`src/rtl/qyaw_pkg.sv`:
```
// qyaw_pkg: shared widths, cordic step-angle table and the vector struct
// used by the quaternion yaw pipeline; no dependencies
package qyaw_pkg;

    localparam int COMP_W        = 16;   // quaternion component width
    localparam int PROD_W        = 2 * COMP_W;
    localparam int XW            = 36;   // cordic x/y width, holds 2^33.3 growth
    localparam int ZW            = 30;   // angle width, 1/65536 tenth of a degree
    localparam int ANG_W         = 25;   // width of one step angle
    localparam int YAW_W         = 12;
    localparam int CORDIC_STEPS  = 24;
    localparam int ANGLE_FRAC    = 16;
    localparam int TENTHS_TURN   = 3600;
    localparam int FRAC_BITS_DEF = 14;

    localparam logic signed [ZW-1:0] FULL_TURN = ZW'(TENTHS_TURN) <<< ANGLE_FRAC;
    localparam logic signed [ZW-1:0] HALF_TURN = FULL_TURN >>> 1;

    // atan(2^-n) in 1/65536 tenth of a degree, rounded
    localparam logic [ANG_W-1:0] STEP_ANGLE [CORDIC_STEPS] = '{
        25'd29491200, 25'd17409672, 25'd9198793, 25'd4669451, 25'd2343786,
        25'd1173036,  25'd586661,   25'd293348,  25'd146676,  25'd73339,
        25'd36669,    25'd18335,    25'd9167,    25'd4584,    25'd2292,
        25'd1146,     25'd573,      25'd286,     25'd143,     25'd72,
        25'd36,       25'd18,       25'd9,       25'd4
    };

    // vector carried down the rotation pipeline
    typedef struct packed {
        logic                 zero;   // sy and cy both zero
        logic signed [XW-1:0] x;
        logic signed [XW-1:0] y;
        logic signed [ZW-1:0] z;
    } qyaw_vec_t;

endpackage

```
`src/rtl/qyaw_back.sv`:
```
// qyaw_back: two register stages, wrap into one turn then round to tenths
// with the 3600 fold; depends on qyaw_pkg
module qyaw_back
    import qyaw_pkg::*;
(
    input  logic                 clk,
    input  logic                 rst_n,
    input  logic                 in_valid,
    input  logic                 in_zero,
    input  logic signed [ZW-1:0] in_z,
    output logic                 out_valid,
    output logic [YAW_W-1:0]     yaw_tenths
);

    localparam logic [ZW-1:0]    HALF_LSB = ZW'(1) << (ANGLE_FRAC - 1);
    localparam logic [YAW_W:0]   TURN_T   = (YAW_W + 1)'(TENTHS_TURN);

    logic                 wrap_valid_reg;
    logic                 wrap_zero_reg;
    logic signed [ZW-1:0] wrap_z_reg, wrap_z_next;

    logic                 yaw_valid_reg;
    logic [YAW_W-1:0]     yaw_reg, yaw_next;
    logic [ZW-1:0]        rsum;
    logic [YAW_W:0]       tenths;

    // negative angle gets a full turn added; never below zero afterward
    assign wrap_z_next = in_z[ZW-1] ? in_z + FULL_TURN : in_z;

    always_comb
    begin
        rsum   = wrap_z_reg + HALF_LSB;
        tenths = rsum[ANGLE_FRAC +: (YAW_W + 1)];
        if (wrap_zero_reg)
            yaw_next = '0;
        else if (tenths >= TURN_T)
            yaw_next = YAW_W'(tenths - TURN_T);
        else
            yaw_next = tenths[YAW_W-1:0];
    end

    always_ff @(posedge clk or negedge rst_n)
    begin
        if (!rst_n)
        begin
            wrap_valid_reg <= 1'b0;
            yaw_valid_reg  <= 1'b0;
        end
        else
        begin
            wrap_valid_reg <= in_valid;
            yaw_valid_reg  <= wrap_valid_reg;
        end
    end

    always_ff @(posedge clk)
    begin
        wrap_z_reg    <= wrap_z_next;
        wrap_zero_reg <= in_zero;
        yaw_reg       <= yaw_next;
    end

    assign out_valid  = yaw_valid_reg;
    assign yaw_tenths = yaw_reg;

endmodule

```
`config.mk`:
```
export PLATFORM = sky130hd
export DESIGN_NAME = qyaw_back
export DESIGN_NICKNAME = d
export VERILOG_FILES = /design/src/rtl/qyaw_pkg.sv /design/src/rtl/qyaw_back.sv
export SDC_FILE = /design/constraint.sdc
export NUM_CORES = 1
export LEC_CHECK = 0
export ABC_AREA = 1
export BUFFER_PORTS_ARGS = -buffer_cell sky130_fd_sc_hd__buf_2
export CORE_MARGIN = 2
export CORE_UTILIZATION = 45
export DETAILED_ROUTE_END_ITERATION = 6
export PLACE_DENSITY_LB_ADDON = 0.05
export SLEW_MARGIN = 10
export SYNTH_ARGS = -nofsm -noshare
export SYNTH_HDL_FRONTEND = slang
export SYNTH_SLANG_ARGS = --single-unit
```
`constraint.sdc`:
```
create_clock -name clk -period 1.8 [get_ports clk]
set_input_delay 0.09 -clock clk [delete_from_list [all_inputs] [get_ports clk]]
set_output_delay 0.09 -clock clk [all_outputs]
set_load 0.01 [all_outputs]
```
* Yosys cells after proc, flatten, opt, wreduce, memory -nomap -nowiden
Cells that the tools add are included.
** Word-level totals
- Register bits :: 44
- Input port bits :: 34
- Output and inout port bits :: 13
- Word-level logic and storage cells :: 11
** Operators by class
- Add/subtract/negate cells :: 3
- Order comparisons :: 1
- Mux-type cells :: 2
** Operator list (number)
- $add 29x16->29 const B :: 1
- $add 29x29->29 const B :: 1
- $mux 29 :: 1
- $ge 13x12->1 const B :: 1
- $mux 12 :: 1
- $sub 12x12->12 const B :: 1

* Depth between registers and ports, before layout
- Depth after elaboration :: 3
- Depth in mapped cells :: 16
- Gate-level depth less buffers :: 16

* Worst setup path before layout
Ideal clock, no wire load.
- Path kind :: register to register
- From :: reg wrap_z_reg[16]
- To :: reg yaw_reg[4], in the netlist yaw_tenths[4]
- Setup time :: 114 ps
- Arrival :: 1895 ps
- Data required time :: 1686 ps
- Path slack :: -209 ps
- Stages on the path, launching flop included :: 16
- Path buffers :: 0
- Period minus slack after synthesis :: 2009 ps
- Path through :: dfxtp_1 -> ha_1 -> nand2_2 -> nor2_4 -> nand3_1 -> nand2_1 -> inv_1 -> ha_1 -> nand2_1 -> nor2_1 -> nand3_1 -> nor2_4 -> nand2_4 -> nand3_4 -> nor2_1 -> nor2_2
** On the way
- Cells in the longest elaborated chain, start to end :: 3
- Elaborated cells on any way between the ends :: 4
- Those cells by class :: add/sub: 2; order compare: 1; mux: 1
** Ends and longest elaborated chain
- from (decl) :: line qyaw_back.sv:20 : logic signed [ZW-1:0] wrap_z_reg, wrap_z_next;
- from (signal assigned) :: line qyaw_back.sv:58 : wrap_z_reg <= wrap_z_next;
- $add 29x16->29 * :: line qyaw_back.sv:32 : rsum = wrap_z_reg + HALF_LSB;
- $sub 12x12->12 or $ge 13x12->1 (tied branches) :: line qyaw_back.sv:37, qyaw_back.sv:36
- $mux 12 * :: line qyaw_back.sv:36 : else if (tenths >= TURN_T)
- to (signal assigned) :: line qyaw_back.sv:60 : yaw_reg <= yaw_next;
- to (decl) :: line qyaw_back.sv:23 : logic [YAW_W-1:0] yaw_reg, yaw_next;
Every way passes the cells marked *; elsewhere a longest branch is shown, timed or not.
A chain may end at the register's enable or synchronous reset.

* Final worst setup path
- From :: reg wrap_z_reg[16]
- To :: reg yaw_reg[8], in the netlist yaw_tenths[8]
The elaborated chain is that of the path after synthesis.

==> summary.txt <==
Status
  • Status: finished, violations left
  • Failing checks: setup timing

GRT
  • Total GRT Usage: 0.187
  • Grt total ovfl: 0
  • Initial antenna violation count: 0
  • Vias in the first global route: 1499
  • Largest net degree at the start of global routing: 12
  • First-pass GRT wire length: 6100 µm

Final layout
  • Most frequent cells in the layout: nand2_1, buf_2, buf_4
  • Fillers: 275
  • Share of cells above drive strength 1: 0.441
  • Largest register FFs: 14
  • N_diodes: 0
  • Layout Nets: 323
  • Most common cell after layout, fill and taps aside: nand2_1
  • Syn-to-layout area delta: 45.7%
  • Final instance area: 0.00238 mm²
  • Post-route insts no fill: 332

Detailed routing
  • Via Count: between 1500 and 2000
  • Post-route ant nets: 0
  • Avg Vias per Cell: 4.59
  • WL/cell: 10.0 µm
  • DR pass1 iterations: 4
  • Residual DRC: 0
  • DRT iter0 DRCs: 52
  • Routed WL: 3330 µm

Clocking
  • TritonCTS clock tree: done
  • Number of H-tree levels: 2
  • Max Buffers Root-to-Sink: 2
  • CTS clock-pin slew for the worst setup and hold paths: 100 ps
  • Clk root buf: clkbuf_4
  • Total CTS buffers: 5
  • Clock Sinks: 29
  • Clk_lat worst skew: around 330 ps

Yosys
  • Synth top area cells: dfxtp_1, nand2_1, inv_1
  • Cells after synthesis: 203
  • Synth top area share: 0.330
  • Netlist cell types: 29
  • Warnings, synthesis: 0
  • Register bit total from synthesis: 29
  • Post-synth top area cell: dfxtp_1
  • Syn_nets: 241
  • Average cell area after synthesis: 8.06 µm²
  • Sequential fraction of the synthesis area: 0.361
  • Synthesized cell area: 0.00164 mm²

Placed design
  • Placement Cell Area: ~0.0021 mm²
  • Placed Instances: between 300 and 400
  • Routability Congestion: 0.816
  • Hpwl dp: 2530 µm
  • IO Port Bufs: 31
  • Setup WS pre-CTS: -125 ps

STA
  • Max frequency: 0.529 GHz
  • Period utilisation layout: 1.05
  • Relative slew slack: 0.686
  • RSZ-0062 raised after global routing: true
  • Endpoints failing hold: 0
  • Max-slew violation count: 0
  • Least-Margin Pin Slew: 470 ps
  • Slack of the critical path: -91.1 ps
  • Fin Clk Skew: roughly 8.2 ps
  • Final min period: 1890 ps
  • Setup_tns: -568 ps
  • Setup violations, final: 7

Worst setup path
  • Critical path capture point type: flip-flop
  • Critical path type: flip-flop to flip-flop
  • CP required: between 2000 and 2500 ps
  • Critical path peak fanout: 5
  • CP startpoint kind: flip-flop
  • CP arrival: 2100 ps

Floorplanning
  • Die W: 64.3 µm
  • Core box area: 0.00342 mm²
  • DIE AREA: 0.00414 mm²
  • Number of placement rows: 21
  • Die Y: 64.3 µm
  • Initial Utilization: 0.479
  • IO Count: 47

Power and ir drop
  • Worst VDD drop: 0.000496 V
  • Power, Total: roughly 1800 µW
  • Leak: 0.00116 µW
  • Power density cells: 735 mW/mm²

Job
  • Maxcap violations: 0

Min path
  • Class of the worst hold path: input pin to flip-flop
-- timing repair --
action / 4_1_cts / 5_1_grt
resized for setup: 3 / 4
pin swaps: 9 / 8
hold buffers: 15 / 0
endpoints found under the hold margin: 16 / 0
setup buffers: 2 / 5
endpoints found under the setup margin: 8 / 8
-- cell families (layout without fill, tap and decap cells) --
logic type / Yosys count / after routing / share of synthesized area
adder cells (fa/ha/maj): 4 / 4 / 0.0306
XOR/XNOR: 13 / 13 / 0.0696
buffers and inverters: 28 / 111 / 0.0658
flip-flops: 29 / 29 / 0.361
AO/OA/AOI/OAI: 13 / 13 / 0.0627
multiplexers: 1 / 1 / 0.00688
AND/OR/NAND/NOR: 115 / 115 / 0.404
-- path summary, 6_finish.rpt --
path                                           from                        to  slack (ps)  cells after the start
max                          wrap_z_reg[16]$_DFF_P_  yaw_tenths[8]$_SDFF_PP0_         -90                     14
min reg2reg                wrap_valid_reg$_DFF_PN0_       out_valid$_DFF_PN0_         360                      0
max reg2reg                  wrap_z_reg[16]$_DFF_P_  yaw_tenths[8]$_SDFF_PP0_         -90                     14
min                                        in_z[21]    wrap_z_reg[21]$_DFF_P_          30                      2
max in group asynchronous                     rst_n       out_valid$_DFF_PN0_        1650                      2
min in group asynchronous                     rst_n  wrap_valid_reg$_DFF_PN0_          60                      2
-- through the flow --
| stage | utilization | hold slack, ps |
|---|---|---|
| 2_1_floorplan | - | -206 |
| 3_3_place_gp | 0.606 | -126 |
| 3_5_place_dp | 0.606 | -123 |
| 4_1_cts | 0.685 | 6.25 |
| 5_1_grt | 0.698 | 26.9 |
| 6_report | 0.698 | 30.4 |
-- cell usage after synthesis --
library cell,count
inv_4,1
clkbuf_1,2
a21oi_1,1
nor2_4,5
o21bai_1,1
nand2_1,41
nor2_8,1
dfxtp_1,27
nand2_2,14
o211ai_1,1
nor2_2,4
xor2_1,8
xnor2_1,5
inv_2,1
nand3b_1,1
nand2_4,3
ha_1,4
nor3_1,1
nand3_1,14
o21ai_2,1
nand3_4,4
mux2_2,1
nor2_1,15
o21bai_2,1
dfrtp_1,2
nand4_1,12
inv_1,24
a21oi_2,6
o21ai_0,2
-- report_power, final --
| group | internal, µW | leakage, µW | switching (µW) |
|---|---|---|---|
| Combinational | 219 | 0.000865 | 242 |
| Clock | 330 | 0.0000445 | 227 |
| Sequential | 700 | 0.000250 | 34.5 |
-- routing by layer --
layer,vias to the layer above,part of all wire,track usage
met1,679,0.39,0.197
li1,811,-,-
met2,28,0.56,0.355
met5,-,0,0
met4,0,0.016,0.0718
met3,5,0.033,0.0423
-- worst max-delay path, stage by stage, from the launching register on --
cell and delay, ps:
dfxtp_4 370, ha_4 150, nand3_2 80, o21bai_1 190
nand2_2 80, inv_2 70, ha_4 110, nand2_1 40
nor2_1 70, nand3_1 110, nor2_4 120, nand2_4 80
buf_4 140, nand4_1 80, a21oi_2 60
-- final cells by class --
type | count | area (µm²) | share of cell area
Multi-Input combinational cell | 146 | 986 | 0.413
Sequential cell | 29 | 598 | 0.251
Timing Repair Buffer | 77 | 554 | 0.232
Inverter | 26 | 100 | 0.0420
Tap cell | 46 | 57.6 | 0.0241
Clock buffer | 6 | 51.3 | 0.0215
Clock inverter | 2 | 37.5 | 0.0157
(Power assumes the default switching activity.)
