### src/rtl/qyaw_pkg.sv
// qyaw_pkg: shared widths, cordic step-angle table and the vector struct
// used by the quaternion yaw pipeline; no dependencies
package qyaw_pkg;

    localparam int COMP_W        = 16;   // quaternion component width
    localparam int PROD_W        = 2 * COMP_W;
    localparam int XW            = 36;   // cordic x/y width, holds 2^33.3 growth
    localparam int ZW            = 30;   // angle width, 1/65536 tenth of a degree
    localparam int ANG_W         = 25;   // width of one step angle
    localparam int YAW_W         = 12;
    localparam int CORDIC_STEPS  = 24;
    localparam int ANGLE_FRAC    = 16;
    localparam int TENTHS_TURN   = 3600;
    localparam int FRAC_BITS_DEF = 14;

    localparam logic signed [ZW-1:0] FULL_TURN = ZW'(TENTHS_TURN) <<< ANGLE_FRAC;
    localparam logic signed [ZW-1:0] HALF_TURN = FULL_TURN >>> 1;

    // atan(2^-n) in 1/65536 tenth of a degree, rounded
    localparam logic [ANG_W-1:0] STEP_ANGLE [CORDIC_STEPS] = '{
        25'd29491200, 25'd17409672, 25'd9198793, 25'd4669451, 25'd2343786,
        25'd1173036,  25'd586661,   25'd293348,  25'd146676,  25'd73339,
        25'd36669,    25'd18335,    25'd9167,    25'd4584,    25'd2292,
        25'd1146,     25'd573,      25'd286,     25'd143,     25'd72,
        25'd36,       25'd18,       25'd9,       25'd4
    };

    // vector carried down the rotation pipeline
    typedef struct packed {
        logic                 zero;   // sy and cy both zero
        logic signed [XW-1:0] x;
        logic signed [XW-1:0] y;
        logic signed [ZW-1:0] z;
    } qyaw_vec_t;

endpackage

### src/rtl/qyaw_cordic_stage.sv
// qyaw_cordic_stage: one registered cordic vectoring step with a fixed
// shift; depends on qyaw_pkg
module qyaw_cordic_stage
    import qyaw_pkg::*;
#(
    parameter int STEP = 0
)
(
    input  logic      clk,
    input  logic      rst_n,
    input  logic      in_valid,
    input  qyaw_vec_t in_vec,
    output logic      out_valid,
    output qyaw_vec_t out_vec
);

    localparam logic signed [ZW-1:0] ANG = ZW'(STEP_ANGLE[STEP]);

    logic                 valid_reg;
    qyaw_vec_t            vec_reg, vec_next;
    logic signed [XW-1:0] xs, ys;

    always_comb
    begin
        xs = in_vec.x >>> STEP;
        ys = in_vec.y >>> STEP;
        vec_next.zero = in_vec.zero;
        // y of exactly zero rotates as positive
        if (!in_vec.y[XW-1])
        begin
            vec_next.x = in_vec.x + ys;
            vec_next.y = in_vec.y - xs;
            vec_next.z = in_vec.z + ANG;
        end
        else
        begin
            vec_next.x = in_vec.x - ys;
            vec_next.y = in_vec.y + xs;
            vec_next.z = in_vec.z - ANG;
        end
    end

    always_ff @(posedge clk or negedge rst_n)
    begin
        if (!rst_n)
            valid_reg <= 1'b0;
        else
            valid_reg <= in_valid;
    end

    always_ff @(posedge clk)
    begin
        vec_reg <= vec_next;
    end

    assign out_valid = valid_reg;
    assign out_vec   = vec_reg;

endmodule

### config.mk
export PLATFORM = sky130hd
export DESIGN_NAME = qyaw_cordic_stage
export DESIGN_NICKNAME = d
export VERILOG_FILES = /design/src/rtl/qyaw_pkg.sv /design/src/rtl/qyaw_cordic_stage.sv
export SDC_FILE = /design/constraint.sdc
export NUM_CORES = 1
export LEC_CHECK = 0
export ABC_AREA = 1
export BUFFER_PORTS_ARGS = -buffer_cell sky130_fd_sc_hd__buf_2
export CORE_MARGIN = 2
export CORE_UTILIZATION = 49
export CTS_BUF_LIST = sky130_fd_sc_hd__clkbuf_8 sky130_fd_sc_hd__clkbuf_16
export DETAILED_ROUTE_END_ITERATION = 12
export GPL_TIMING_DRIVEN = 0
export PLACE_DENSITY_LB_ADDON = 0.1
export SETUP_SLACK_MARGIN = 0.2
export SLEW_MARGIN = 20
export SYNTH_ARGS = -nofsm -noshare
export SYNTH_HDL_FRONTEND = slang
export SYNTH_SLANG_ARGS = --single-unit
### constraint.sdc
create_clock -name clk -period 0.8 [get_ports clk]
set_input_delay 0.16 -clock clk [delete_from_list [all_inputs] [get_ports clk]]
set_output_delay 0.16 -clock clk [all_outputs]
set_load 0.03 [all_outputs]
==> metrics.md, run 1 <==
| Metric | Value |
|---|---|
| Status | `did not finish` |
| Fail Step | `global routing` |
| Halt Reason | `[ERROR GRT-0232] Routing congestion too high. Check the congestion heatmap in the GUI.` |
| Worst setup endpoint GRT | `out_vec[48]$_DFF_P_/D` |
| EDFF count, synth | `0` |
| Gr usage total | `72.5%` |
| Post-Syn Nets | `2012` |
| H-Tree Depth | `3` |
| Flops & latches, synth | `103` |
| Seq/Total Area, Yosys | `19.5%` |
| Top cell type's share of synthesized area | `19.3%` |
| Synth Area in Simple Gates | `34.9%` |
| Cell taking the most area after synthesis | `nand2_1` |
| Post-DP HPWL | `34200 um` |
| Io pins | `210` |
| Adder-cell area share of the yosys netlist | `15.0%` |
| TritonCTS Sinks | `103` |
| Worst ep type | `sequential cell input` |
| Post-synthesis mux area share | `0%` |
| Root buffer cell | `clkbuf_16` |
| Max Root-Sink Buffers | `2` |
| Initial Util | `50.2%` |
| Placer Congestion | `0.978` |
| Synth cell types | `40` |
| Post-Syn Area | `10600 um2` |
| # port buffers | `209` |
| Top-count cell post-synth | `nand2_1` |
| Syn Inst Count | `1782` |
| Xor-xnor portion of the synthesized cell area | `3.48%` |
| Chip Height | `151 um` |
| Rows | `53` |
| Yosys warnings | `0` |
| Post-synthesis compound-gate area fraction | `13.5%` |
| DIE WIDTH | `151 um` |
| Synth async-reset ratio | `0.971%` |
| Most common library cells after synthesis | `nand2_1 (545), inv_1 (303), nand3_1 (153), nor2_1 (147), a21oi_1 (127)` |
| Largest family of logic cells by synthesized area | `simple AND/OR/NAND/NOR gates` |
| Predominant post-synthesis flop cell | `dfxtp_1` |
| GR Overflow Total | `10` |
| Largest net degree at the start of global routing | `19` |
| Syn Area/Cell | `5.94 um2` |
| Number of buffers created by CTS | `9` |
| Ranking of synthesized cells by area | `nand2_1 (19%), dfxtp_1 (19%), ha_1 (14%), inv_1 (11%), nand3_1 (7.2%)` |
kinds of logic after synthesis:
| group | Yosys count |
|---|---|
| flip-flops | 103 |
| AND/OR/NAND/NOR | 897 |
| adder cells (fa/ha/maj) | 124 |
| buffers and inverters | 352 |
| XOR/XNOR | 42 |
| AO/OA/AOI/OAI | 264 |
repair_timing:
item                                    4_1_cts
gates cloned                                  2
endpoints found under the setup margin      186
hold buffers                                 20
pin swaps                                   173
buffers inserted                             88
resized for setup                           694
endpoints found under the hold margin        20
routing by layer:
layer,overflow,track usage [%]
met3,0,60.4
met4,3,67.4
met2,7,88.4
met5,0,35.7
met1,0,72.2
through the flow:
step | setup slack (ns) | setup TNS [ns] | std cells | area [um2] | util [%]
4_1_cts | -0.706 | -63.91 | 2392 | 17500 | 82.8
2_1_floorplan | -0.908 | -51.45 | 1782 | 12400 | -
3_3_place_gp | -1.42 | -93.59 | 2266 | 13800 | 65.3
3_5_place_dp | -1.44 | -94.86 | 2266 | 13800 | 65.3
==> run 2, diff against run 1 <==
Settings changed: CORE_UTILIZATION 49 to 34, CTS_BUF_LIST sky130_fd_sc_hd__clkbuf_8 sky130_fd_sc_hd__clkbuf_16 to unset, PLACE_DENSITY_LB_ADDON 0.1 to 0.15, SETUP_SLACK_MARGIN 0.2 to unset.
==> run 2 against run 1 <==
Net effect: synthesized cell count stayed put; area after synthesis is the same; the flow now finishes, with violations (setup timing).
==> metrics.md, run 2 <==
| Metric | Value |
|---|---|
| Static Leak | `0.00922 uW` |
| Io pins | `210 (unchanged)` |
| Flops & latches, synth | `103 (unchanged)` |
| Maxcap violations | `0` |
| Yosys warnings | `0 (unchanged)` |
| Gr usage total | `27.8%` |
| Most common library cells after synthesis | `nand2_1 (545), inv_1 (303), nand3_1 (153), nor2_1 (147), a21oi_1 (127)` |
| Register area | `2190 um2` |
| Core box area | `30600 um2` |
| Max-slew violations | `0` |
| Layout cells sized above 1 | `56.5%` |
| Largest net degree at the start of global routing | `20` |
| Placer Congestion | `0.932 (-4.7%)` |
| Synth async-reset ratio | `0.971% (unchanged)` |
| Post-Syn Area | `10600 um2 (unchanged)` |
| Critical path type | `in2reg` |
| CTS tree | `yes` |
| Post-DP HPWL | `36100 um (+5.5%)` |
| Chip Height | `180 um (+20%)` |
| Hold Crit Class | `in2reg` |
| Post-Route Setup TNS | `-68.84 ns` |
| Seq/Total Area, Yosys | `19.5% (unchanged)` |
| # port buffers | `209 (unchanged)` |
| Iter 0 DRT Violations | `930` |
| Worst setup margin | `-0.788 ns` |
| Synth cell types | `40 (unchanged)` |
| H-Tree Depth | `3 (unchanged)` |
| First-pass GRT wire length | `70100 um` |
| Hold endpoint | `out_vec[30]` |
| EDFF count, synth | `0 (unchanged)` |
| CP Launch Point | `in_vec[66]` |
| Failing checks | `setup timing` |
| Least-Margin Pin Slew | `0.985 ns` |
| Die area | `32500 um2` |
| GR Overflow Total | `0` |
| Top-count cell post-synth | `nand2_1` |
| Max Root-Sink Buffers | `2 (unchanged)` |
| Most common cell after layout, fill and taps aside | `nand2_1` |
| Placed instance area | `13800 um2 (+0.14%)` |
| Status | `finished with violations` |
| FMAX | `630 MHz` |
| Syn Inst Count | `1782 (unchanged)` |
| Post-synthesis to final-layout area growth | `80.1%` |
| DIE WIDTH | `180 um (+20%)` |
| TritonCTS Sinks | `103 (unchanged)` |
| Fin crit share | `199%` |
| Vias in the first global route | `12.8k` |
| Min-delay src | `in_vec[66]` |
| Drt pass-1 iters | `5` |
| Power per cell area | `1470 nW/um2` |
| ANT nets after route | `0` |
| Layout fillers | `2731` |
| Period minus WS final | `1.59 ns` |
| Detailed-route wire length per cell | `18.9 um` |
| Final Hold Viols | `0` |
| Critical Path AT | `1.86 ns` |
| Type of origin of the critical path | `primary input` |
| Hold Path Cell Cnt | `3` |
| Top cell type's share of synthesized area | `19.3% (unchanged)` |
| Ranking of synthesized cells by area | `nand2_1 (19%), dfxtp_1 (19%), ha_1 (14%), inv_1 (11%), nand3_1 (7.2%)` |
| Most frequent cells in the layout | `nand2_1 (314), inv_1 (207), buf_6 (158)` |
| Initial antenna violation count | `0` |
| Fin nets | `2372` |
| Slew headroom | `34.4%` |
| Drt via density | `5.17` |
| Multi-input gate area | `10900 um2` |
| Ant diodes | `0` |
| Cell taking the most area after synthesis | `nand2_1` |
| Setup violations, final | `186` |
| VDD IR max | `1210 uV` |
| Syn Area/Cell | `5.94 um2 (unchanged)` |
| Final core occ | `62.3%` |
| Final hold slack | `0.0583 ns` |
| Final non-filler cell total | `2543` |
| WL final | `48100 um` |
| Req. time, crit path | `1.07 ns` |
| CP Capture Type | `flip-flop` |
| DRC | `0` |
| RSZ-0062 raised after global routing | `true` |
| Post-Syn Nets | `2012 (unchanged)` |
| Initial Util | `34.6% (-16 points)` |
| Clk slew on worst S/H paths | `0.07 ns` |
| Predominant post-synthesis flop cell | `dfxtp_1` |
| Number of buffers created by CTS | `9 (unchanged)` |
| Final Instance Area | `19100 um2` |
| Placed Instances | `2387 (+5.3%)` |
| Root buffer cell | `clkbuf_16` |
| DR vias | `13.1k` |
| Critical-path maximum fanout | `4` |
| Rows | `64 (+21%)` |
| Largest register FFs | `102` |
==> run 2: kinds of logic after synthesis <==
kind of cell / after synthesis / share of synthesized area (%)
fa+ha+maj: 124 / 15.0
simple gates: 897 / 34.9
compound gates: 264 / 13.5
buf+inv: 352 / 13.6
flops: 103 / 19.5
xor+xnor: 42 / 3.48
==> run 2: routing by layer <==
layer	routed length, um	share of wire, %	GRT usage [%]	up-vias
met3	3230	6.7	3.38	94
met5	0	0	0	-
met2	22800	47	46.6	547
met4	1490	3.1	9.48	0
met1	20500	43	36.8	6198
li1	-	-	-	6302
==> run 2: per-stage QoR <==
step / setup WS, ns / total power, uW
floorplan: -0.908 / 14400
detailed placement: -1.54 / 17800
global route: -0.855 / 29400
global placement: -1.54 / 17800
finish: -0.788 / 28000
CTS: -0.713 / 26500
==> run 2: cell type report <==
class | instances | area share, %
multi-input cells | 1327 | 57.2
repair buffers | 362 | 17.7
flip-flops and latches | 103 | 11.5
inverters | 304 | 6.90
well taps | 396 | 2.60
plain buffers | 35 | 2.42
clock buffers | 10 | 1.20
clock inverters | 6 | 0.460
==> run 2: timing repair <==
item,CTS,global route
cloned,1,2
endpoints found under the setup margin,185,186
gates resized for setup,775,343
hold endpoints to repair,21,0
pin swaps,227,187
hold buffers,21,0
setup buffers,93,42
==> run 2: how the worst max path moves through the flow <==
stage	end	slack, ns	depth (start not counted)
3_5_place_dp	out_vec[60]	-1.54	16
3_3_place_gp	out_vec[60]	-1.54	16
5_1_grt	out_vec[90]	-0.86	14
6_report	out_vec[90]	-0.79	14
2_1_floorplan	out_vec[29]	-0.91	9
4_1_cts	out_vec[54]	-0.71	16
==> run 2: critical path, cell delays in order <==
cell and delay (ns):
buf_12 0.11, inv_12 0.03, ha_4 0.16, fa_2 0.48
o21bai_4 0.24, nand2_2 0.11, nand2_2 0.10, nand2_2 0.07
nand2_4 0.10, nand2_1 0.08, nand2_1 0.06, nand2_1 0.05
nand3_1 0.06, nand2_1 0.06
==> run 2: report_power, final <==
part / total, uW / internal (uW) / switching (uW)
Clock: 4890 / 2520 / 2360
Sequential: 6550 / 6160 / 396
Combinational: 16600 / 6810 / 9790
Total: 28000 / 15500 / 12600
Power figures use the tool's default switching activity.
