`src/rtl/qyaw_pkg.sv`:
```
// qyaw_pkg: shared widths, cordic step-angle table and the vector struct
// used by the quaternion yaw pipeline; no dependencies
package qyaw_pkg;

    localparam int COMP_W        = 16;   // quaternion component width
    localparam int PROD_W        = 2 * COMP_W;
    localparam int XW            = 36;   // cordic x/y width, holds 2^33.3 growth
    localparam int ZW            = 30;   // angle width, 1/65536 tenth of a degree
    localparam int ANG_W         = 25;   // width of one step angle
    localparam int YAW_W         = 12;
    localparam int CORDIC_STEPS  = 24;
    localparam int ANGLE_FRAC    = 16;
    localparam int TENTHS_TURN   = 3600;
    localparam int FRAC_BITS_DEF = 14;

    localparam logic signed [ZW-1:0] FULL_TURN = ZW'(TENTHS_TURN) <<< ANGLE_FRAC;
    localparam logic signed [ZW-1:0] HALF_TURN = FULL_TURN >>> 1;

    // atan(2^-n) in 1/65536 tenth of a degree, rounded
    localparam logic [ANG_W-1:0] STEP_ANGLE [CORDIC_STEPS] = '{
        25'd29491200, 25'd17409672, 25'd9198793, 25'd4669451, 25'd2343786,
        25'd1173036,  25'd586661,   25'd293348,  25'd146676,  25'd73339,
        25'd36669,    25'd18335,    25'd9167,    25'd4584,    25'd2292,
        25'd1146,     25'd573,      25'd286,     25'd143,     25'd72,
        25'd36,       25'd18,       25'd9,       25'd4
    };

    // vector carried down the rotation pipeline
    typedef struct packed {
        logic                 zero;   // sy and cy both zero
        logic signed [XW-1:0] x;
        logic signed [XW-1:0] y;
        logic signed [ZW-1:0] z;
    } qyaw_vec_t;

endpackage

```
`src/rtl/qyaw_front.sv`:
```
// qyaw_front: two register stages, component products then sy/cy with
// left half-plane fold; depends on qyaw_pkg
module qyaw_front
    import qyaw_pkg::*;
#(
    parameter int FRAC_BITS = FRAC_BITS_DEF
)
(
    input  logic                     clk,
    input  logic                     rst_n,
    input  logic                     in_valid,
    input  logic signed [COMP_W-1:0] comp_i,
    input  logic signed [COMP_W-1:0] comp_j,
    input  logic signed [COMP_W-1:0] comp_k,
    input  logic signed [COMP_W-1:0] comp_real,
    output logic                     out_valid,
    output qyaw_vec_t                out_vec
);

    localparam logic signed [XW-1:0] ONE = XW'(1) <<< (2 * FRAC_BITS);

    logic                     prod_valid_reg;
    logic signed [PROD_W-1:0] p_wk_reg, p_ij_reg, p_jj_reg, p_kk_reg;
    logic signed [PROD_W-1:0] p_wk_next, p_ij_next, p_jj_next, p_kk_next;

    logic                     vec_valid_reg;
    qyaw_vec_t                vec_reg, vec_next;

    logic signed [XW-1:0] e_wk, e_ij, e_jj, e_kk;
    logic signed [XW-1:0] sy, cy, n_sy, n_cy, sq2;

    assign p_wk_next = comp_real * comp_k;
    assign p_ij_next = comp_i * comp_j;
    assign p_jj_next = comp_j * comp_j;
    assign p_kk_next = comp_k * comp_k;

    always_comb
    begin
        e_wk = {{(XW-PROD_W){p_wk_reg[PROD_W-1]}}, p_wk_reg};
        e_ij = {{(XW-PROD_W){p_ij_reg[PROD_W-1]}}, p_ij_reg};
        e_jj = {{(XW-PROD_W){p_jj_reg[PROD_W-1]}}, p_jj_reg};
        e_kk = {{(XW-PROD_W){p_kk_reg[PROD_W-1]}}, p_kk_reg};
        sq2  = (e_jj + e_kk) <<< 1;
        sy   = (e_wk + e_ij) <<< 1;
        n_sy = -sy;
        cy   = ONE - sq2;
        n_cy = sq2 - ONE;
        vec_next.zero = (sy == '0) && (cy == '0);
        // left half plane: turn the vector by 180 degrees first
        if (cy[XW-1])
        begin
            vec_next.x = n_cy;
            vec_next.y = n_sy;
            vec_next.z = HALF_TURN;
        end
        else
        begin
            vec_next.x = cy;
            vec_next.y = sy;
            vec_next.z = '0;
        end
    end

    always_ff @(posedge clk or negedge rst_n)
    begin
        if (!rst_n)
        begin
            prod_valid_reg <= 1'b0;
            vec_valid_reg  <= 1'b0;
        end
        else
        begin
            prod_valid_reg <= in_valid;
            vec_valid_reg  <= prod_valid_reg;
        end
    end

    always_ff @(posedge clk)
    begin
        p_wk_reg <= p_wk_next;
        p_ij_reg <= p_ij_next;
        p_jj_reg <= p_jj_next;
        p_kk_reg <= p_kk_next;
        vec_reg  <= vec_next;
    end

    assign out_valid = vec_valid_reg;
    assign out_vec   = vec_reg;

endmodule

```
`config.mk`:
```
export PLATFORM = sky130hd
export DESIGN_NAME = qyaw_front
export DESIGN_NICKNAME = d
export VERILOG_FILES = /design/src/rtl/qyaw_pkg.sv /design/src/rtl/qyaw_front.sv
export SDC_FILE = /design/constraint.sdc
export NUM_CORES = 2
export LEC_CHECK = 0
export BUFFER_PORTS_ARGS = -buffer_cell sky130_fd_sc_hd__clkbuf_2
export CAP_MARGIN = 30
export CORE_AREA = 2 2 399 401
export DETAILED_ROUTE_END_ITERATION = 16
export DIE_AREA = 0 0 401 403
export GPL_ROUTABILITY_DRIVEN = 1
export PLACE_DENSITY = 0.49
export SETUP_SLACK_MARGIN = 0.1
export SYNTH_ARGS = -nofsm -noshare
export SYNTH_HDL_FRONTEND = slang
export SYNTH_SLANG_ARGS = --single-unit
```
`constraint.sdc`:
```
create_clock -name clk -period 4.4 [get_ports clk]
set_clock_uncertainty 0.1 [all_clocks]
set_input_delay 0.44 -clock clk [delete_from_list [all_inputs] [get_ports clk]]
set_output_delay 0.44 -clock clk [all_outputs]
set_load 0.05 [all_outputs]
```
=== Word level (Yosys, flattened, before mapping) ===
Index checks and enable logic that the tools add are counted.

* Bits in registers: 233
* Bits of input ports: 67
* Output and inout port bits: 104
* Logic and storage cells: 25

* $add $sub $neg: 5
* Multipliers: 4
* Mux-type cells: 1
* Reduce and logical (&&, ||, !) cells: 3

{| class="wikitable"
|+ Operators by type and width
! kind !! count
|-
| $mul A16 B16 Y32 || 4
|-
| $mux W101 || 1
|-
| $logic_not A36 Y1 || 2
|-
| $add A32 B32 Y33 || 2
|-
| $neg A34 Y36 || 1
|-
| $sub A30 B34 Y35 const A || 1
|-
| $sub A34 B30 Y35 const B || 1
|-
| $logic_and A1 B1 Y1 || 1
|}

=== Longest topological paths before layout ===
* Depth after elaboration: 4
* Depth in mapped cells: 29
* Gate-level depth less buffers: 27

=== Least setup slack after synthesis ===
Ideal clock, no wire load.

* Path type: input -> register
* Start point: input port comp_j[9]
* End point: register p_ij_reg[30]
* Library setup time: 0.072 ns
* Arrival: 6.895 ns
* Data required time: 4.228 ns
* Path slack: -2.667 ns
* Stages on the path: 27
* Path buffers: 2
* Cell sequence: clkbuf_1 clkbuf_1 nand2_1 fa_1 inv_1 fa_1 inv_1 fa_1 inv_1 fa_1 fa_1 inv_1 fa_1 inv_1 ha_1 or3_1 o21ai_0 a21oi_1 a31o_2 o21ai_0 nand2b_1 a41o_1 o41ai_1 o211ai_1 a311o_1 a21oi_1 xnor2_1

* Word-level cells in the longest chain between the ends: 1

{| class="wikitable"
|+ RTL lines
! item !! line !! text
|-
| from (decl) || qyaw_front.sv:13 || <nowiki>input logic signed [COMP_W-1:0] comp_j,</nowiki>
|-
| $mul A16 B16 Y32 || qyaw_front.sv:33 || <nowiki>assign p_ij_next = comp_i * comp_j;</nowiki>
|-
| via p_ij_next[30] || qyaw_front.sv:24 || <nowiki>logic signed [PROD_W-1:0] p_wk_next, p_ij_next, p_jj_next, p_kk_next;</nowiki>
|-
| to (signal assigned) || qyaw_front.sv:81 || <nowiki>p_ij_reg <= p_ij_next;</nowiki>
|-
| to (decl) || qyaw_front.sv:23 || <nowiki>logic signed [PROD_W-1:0] p_wk_reg, p_ij_reg, p_jj_reg, p_kk_reg;</nowiki>
|}

The timed path passes the listed nets, and every way through them passes these cells.
A chain may end at the register's enable or synchronous reset.

=== Final worst setup path ===
* Start point: input port comp_j[3]
* End point: register p_jj_reg[30]

* Word-level cells in the longest chain between the ends: 1

{| class="wikitable"
|+ RTL lines
! item !! line !! text
|-
| $mul A16 B16 Y32 || qyaw_front.sv:34 || <nowiki>assign p_jj_next = comp_j * comp_j;</nowiki>
|-
| via p_jj_next[30] || qyaw_front.sv:24 ||
|-
| to (signal assigned) || qyaw_front.sv:82 || <nowiki>p_jj_reg <= p_jj_next;</nowiki>
|-
| to (decl) || qyaw_front.sv:23 ||
|}

The timed path passes the listed nets, and every way through them passes these cells.

==> metrics.yaml <==
status: "complete, but fails checks"
violations: "setup timing"
ys_seq_elements: 199
crit_start: "comp_j[3]"
r2r-start: "p_wk_reg[1]$_DFF_P_"
track_usage_pct: 16.4
critPathTopFamily: "adder cells"
yosysSeqAreaShare_pct: 8.52
clkTransAtPathRegs_ns: 0.09
min_period_ns: 6.09
core_area_sq_um: 157000
setup_viol: 90
crit_path_max_incr_delay_ns: 0.53
hold_violations: 0
grt_pass1_vias: 39695
crit_path_start_kind: "input port"
cp.required_ns: 4.70
avgViaCountPerCell: 4.36
synth_edf_count: 0
die-width_microns: 401
yosysTopAreaCellShare_pct: 42.4
grt_pass1_wl_microns: 210000
netlist_instances: 5123
finalCritPeriodShare_pct: 138
cp_slowest_cell: "fa_1"
io-pin-count: 171
wl_per_cell_microns: 15.4
cp.depth: 27
h-tree-depth: 4
crit_fanout: 7
io_buffers: 142
worstHoldPathType: "input port to async pin"
synth_cell_types: 94
grt_max_degree: 34
area_delta_synth_final_pct: 32.8
largest_register_ffs: 71
maxCapViolCount: 0
drt-initial-drc-count: 1111
antenna_cells: 0
design.die.area_sq_um: 162000
drv_slew: 0
synth_common_cells: "inv_1 (1227), fa_1 (993), nand2_1 (479)"
yosysWarnings: 0
cpMostUsedCell: "fa_1"
r2r_slack_ns: -0.63
r2r-end: "out_vec[102]$_DFF_P_"
dpl_cell_area_sq_um: 57900
reg2regPathDepth: 21
hpwlAfterDp_microns: 112000
rsz0062_at_grt: "yes"
drive_above_1_share_pct: 29.2
root_buffer: "clkbuf_16"
synth.most_common_cell: "inv_1"
tightest_slew_ns: 0.796
setup_slack_ns: -1.69
synth.avg_cell_area_sq_um: 9.15
async_flop_share_pct: 1.01
synth_area_leaders: "fa_1 (42%), ha_1 (11%), inv_1 (9.8%), dfxtp_1 (8.4%), and2_1 (4.2%)"
cp-end-kind: "register"
crit_buf_inv: 8
firstDrtPassIters: 5
initial_core_util_pct: 29.8
clk_latency_ns: 0.53
cts_tree: "done"
fmax_mhz: 164
drc_errors: 0
vias: 36104
die_h_microns: 403
place.gp.congestion: 0.837
slew_headroom_pct: 45.5
final_antenna_net_count: 0
clock_sinks: 199
finalNetCount: 7673
critPathKind: "input port to register"
synth_ff_type: "dfxtp_1"
overflow: 0
row_count: 146
worstSetupEndpoint: "p_jj_reg[30]$_DFF_P_"
design_area_sq_um: 62200
clockBufferDepth: 2
antenna_found_initial: 1
cts-buffers-inserted: 17
cp.arrival_ns: 6.40
netlist_area_sq_um: 46900
synth_top_area_cell: "fa_1"
routed_wl_microns: 128000
[worst reg2reg max path, stage by stage, from the launching register on]
cell and delay [ns]:
dfxtp_4 0.37, buf_6 0.12, fa_2 0.41, a211oi_2 0.27, o21ai_2 0.12, a21oi_2 0.22, o22ai_2 0.14, a21oi_2 0.20
o21ai_2 0.10, o22a_1 0.20, xor2_1 0.16, or3_1 0.34, or2_4 0.26, nor4_4 0.39, ha_4 0.28, o2111ai_4 0.16
a2111oi_4 0.29, buf_4 0.18, o2111ai_4 0.10, a221oi_2 0.23, o221ai_2 0.15, nor4_2 0.17
[metal layers]
layer	GRT usage [%]	routed length, microns	vias to the layer above
met2	28.7	63200	445
met1	21.1	57200	18007
met4	4.20	3170	0
met3	2.31	4260	108
met5	0	0	-
li1	-	-	17544
[timing repair]
| item | in CTS | in global routing |
|---|---|---|
| endpoints found under the hold margin | 3 | 0 |
| setup buffers | 79 | 47 |
| gates cloned | 7 | 2 |
| pin swaps | 179 | 236 |
| gates resized for setup | 321 | 332 |
| endpoints found under the setup margin | 141 | 159 |
| hold buffers | 2 | 0 |
[stage by stage]
stage	setup TNS (ns)	hold WS, ns	worst slack (ns)	instances	utilization [%]
final	-85.51	0.123	-1.69	8279	39.5
after global routing	-99.99	0.116	-1.85	8279	39.5
after CTS	-84.90	0.0741	-1.60	8250	38.6
after detailed placement	-154.12	0.129	-2.48	8136	36.8
after global placement	-151.99	0.126	-2.41	8136	36.8
after floorplan	-91.56	0.0444	-1.97	5150	-
[kinds of logic (layout without fill, tap and decap cells)]
kind of cell	after synthesis	after routing	share of synthesized area [%]
adder cells (fa/ha/maj)	1412	1412	53.6
flip-flops	199	199	8.52
AO/OA/AOI/OAI	503	503	7.23
XOR/XNOR	271	271	5.07
AND/OR/NAND/NOR	1306	1306	13.7
multiplexers	10	10	0.216
other	1	28	0.00800
buffers and inverters	1421	2478	11.7
[placed cells by master, fill, tap and decap left out, types with 31 or more instances in the layout]
cell / count
nor2_1: 182
fa_1: 928
buf_6: 89
ha_4: 49
xor2_1: 61
buf_12: 40
fa_2: 65
o21a_1: 32
xnor2_1: 180
and2_1: 266
inv_2: 71
nor3_1: 44
ha_1: 358
a21o_1: 70
and2_4: 52
inv_1: 1155
nand3_1: 49
a21oi_1: 84
buf_4: 933
o21ai_0: 44
dfxtp_1: 192
a21oi_2: 46
nand2_1: 425
clkbuf_2: 100
nand2_2: 36
nand2b_1: 31
[how the worst min path moves through the flow]
stage | from | end | slack, ns | cells after the start
final | rst_n | prod_valid_reg$_DFF_PN0_ | 0.12 | 2
after CTS | rst_n | out_valid$_DFF_PN0_ | 0.07 | 2
after global routing | rst_n | prod_valid_reg$_DFF_PN0_ | 0.12 | 2
after global placement | rst_n | out_valid$_DFF_PN0_ | 0.13 | 1
after floorplan | rst_n | out_valid$_DFF_PN0_ | 0.04 | 0
after detailed placement | rst_n | out_valid$_DFF_PN0_ | 0.13 | 1
[cell type report]
type,count,area (sq um)
Tap cell,2072,2590
Clock inverter,15,196
Inverter,1231,4650
Clock buffer,17,425
Timing Repair Buffer,1215,10300
Fill cell,15812,95200
Multi-Input combinational cell,3530,40100
Sequential cell,199,4000
Power is not shown: default switching activity piles up to over one toggle a cycle in this logic, so the estimate is an artifact.
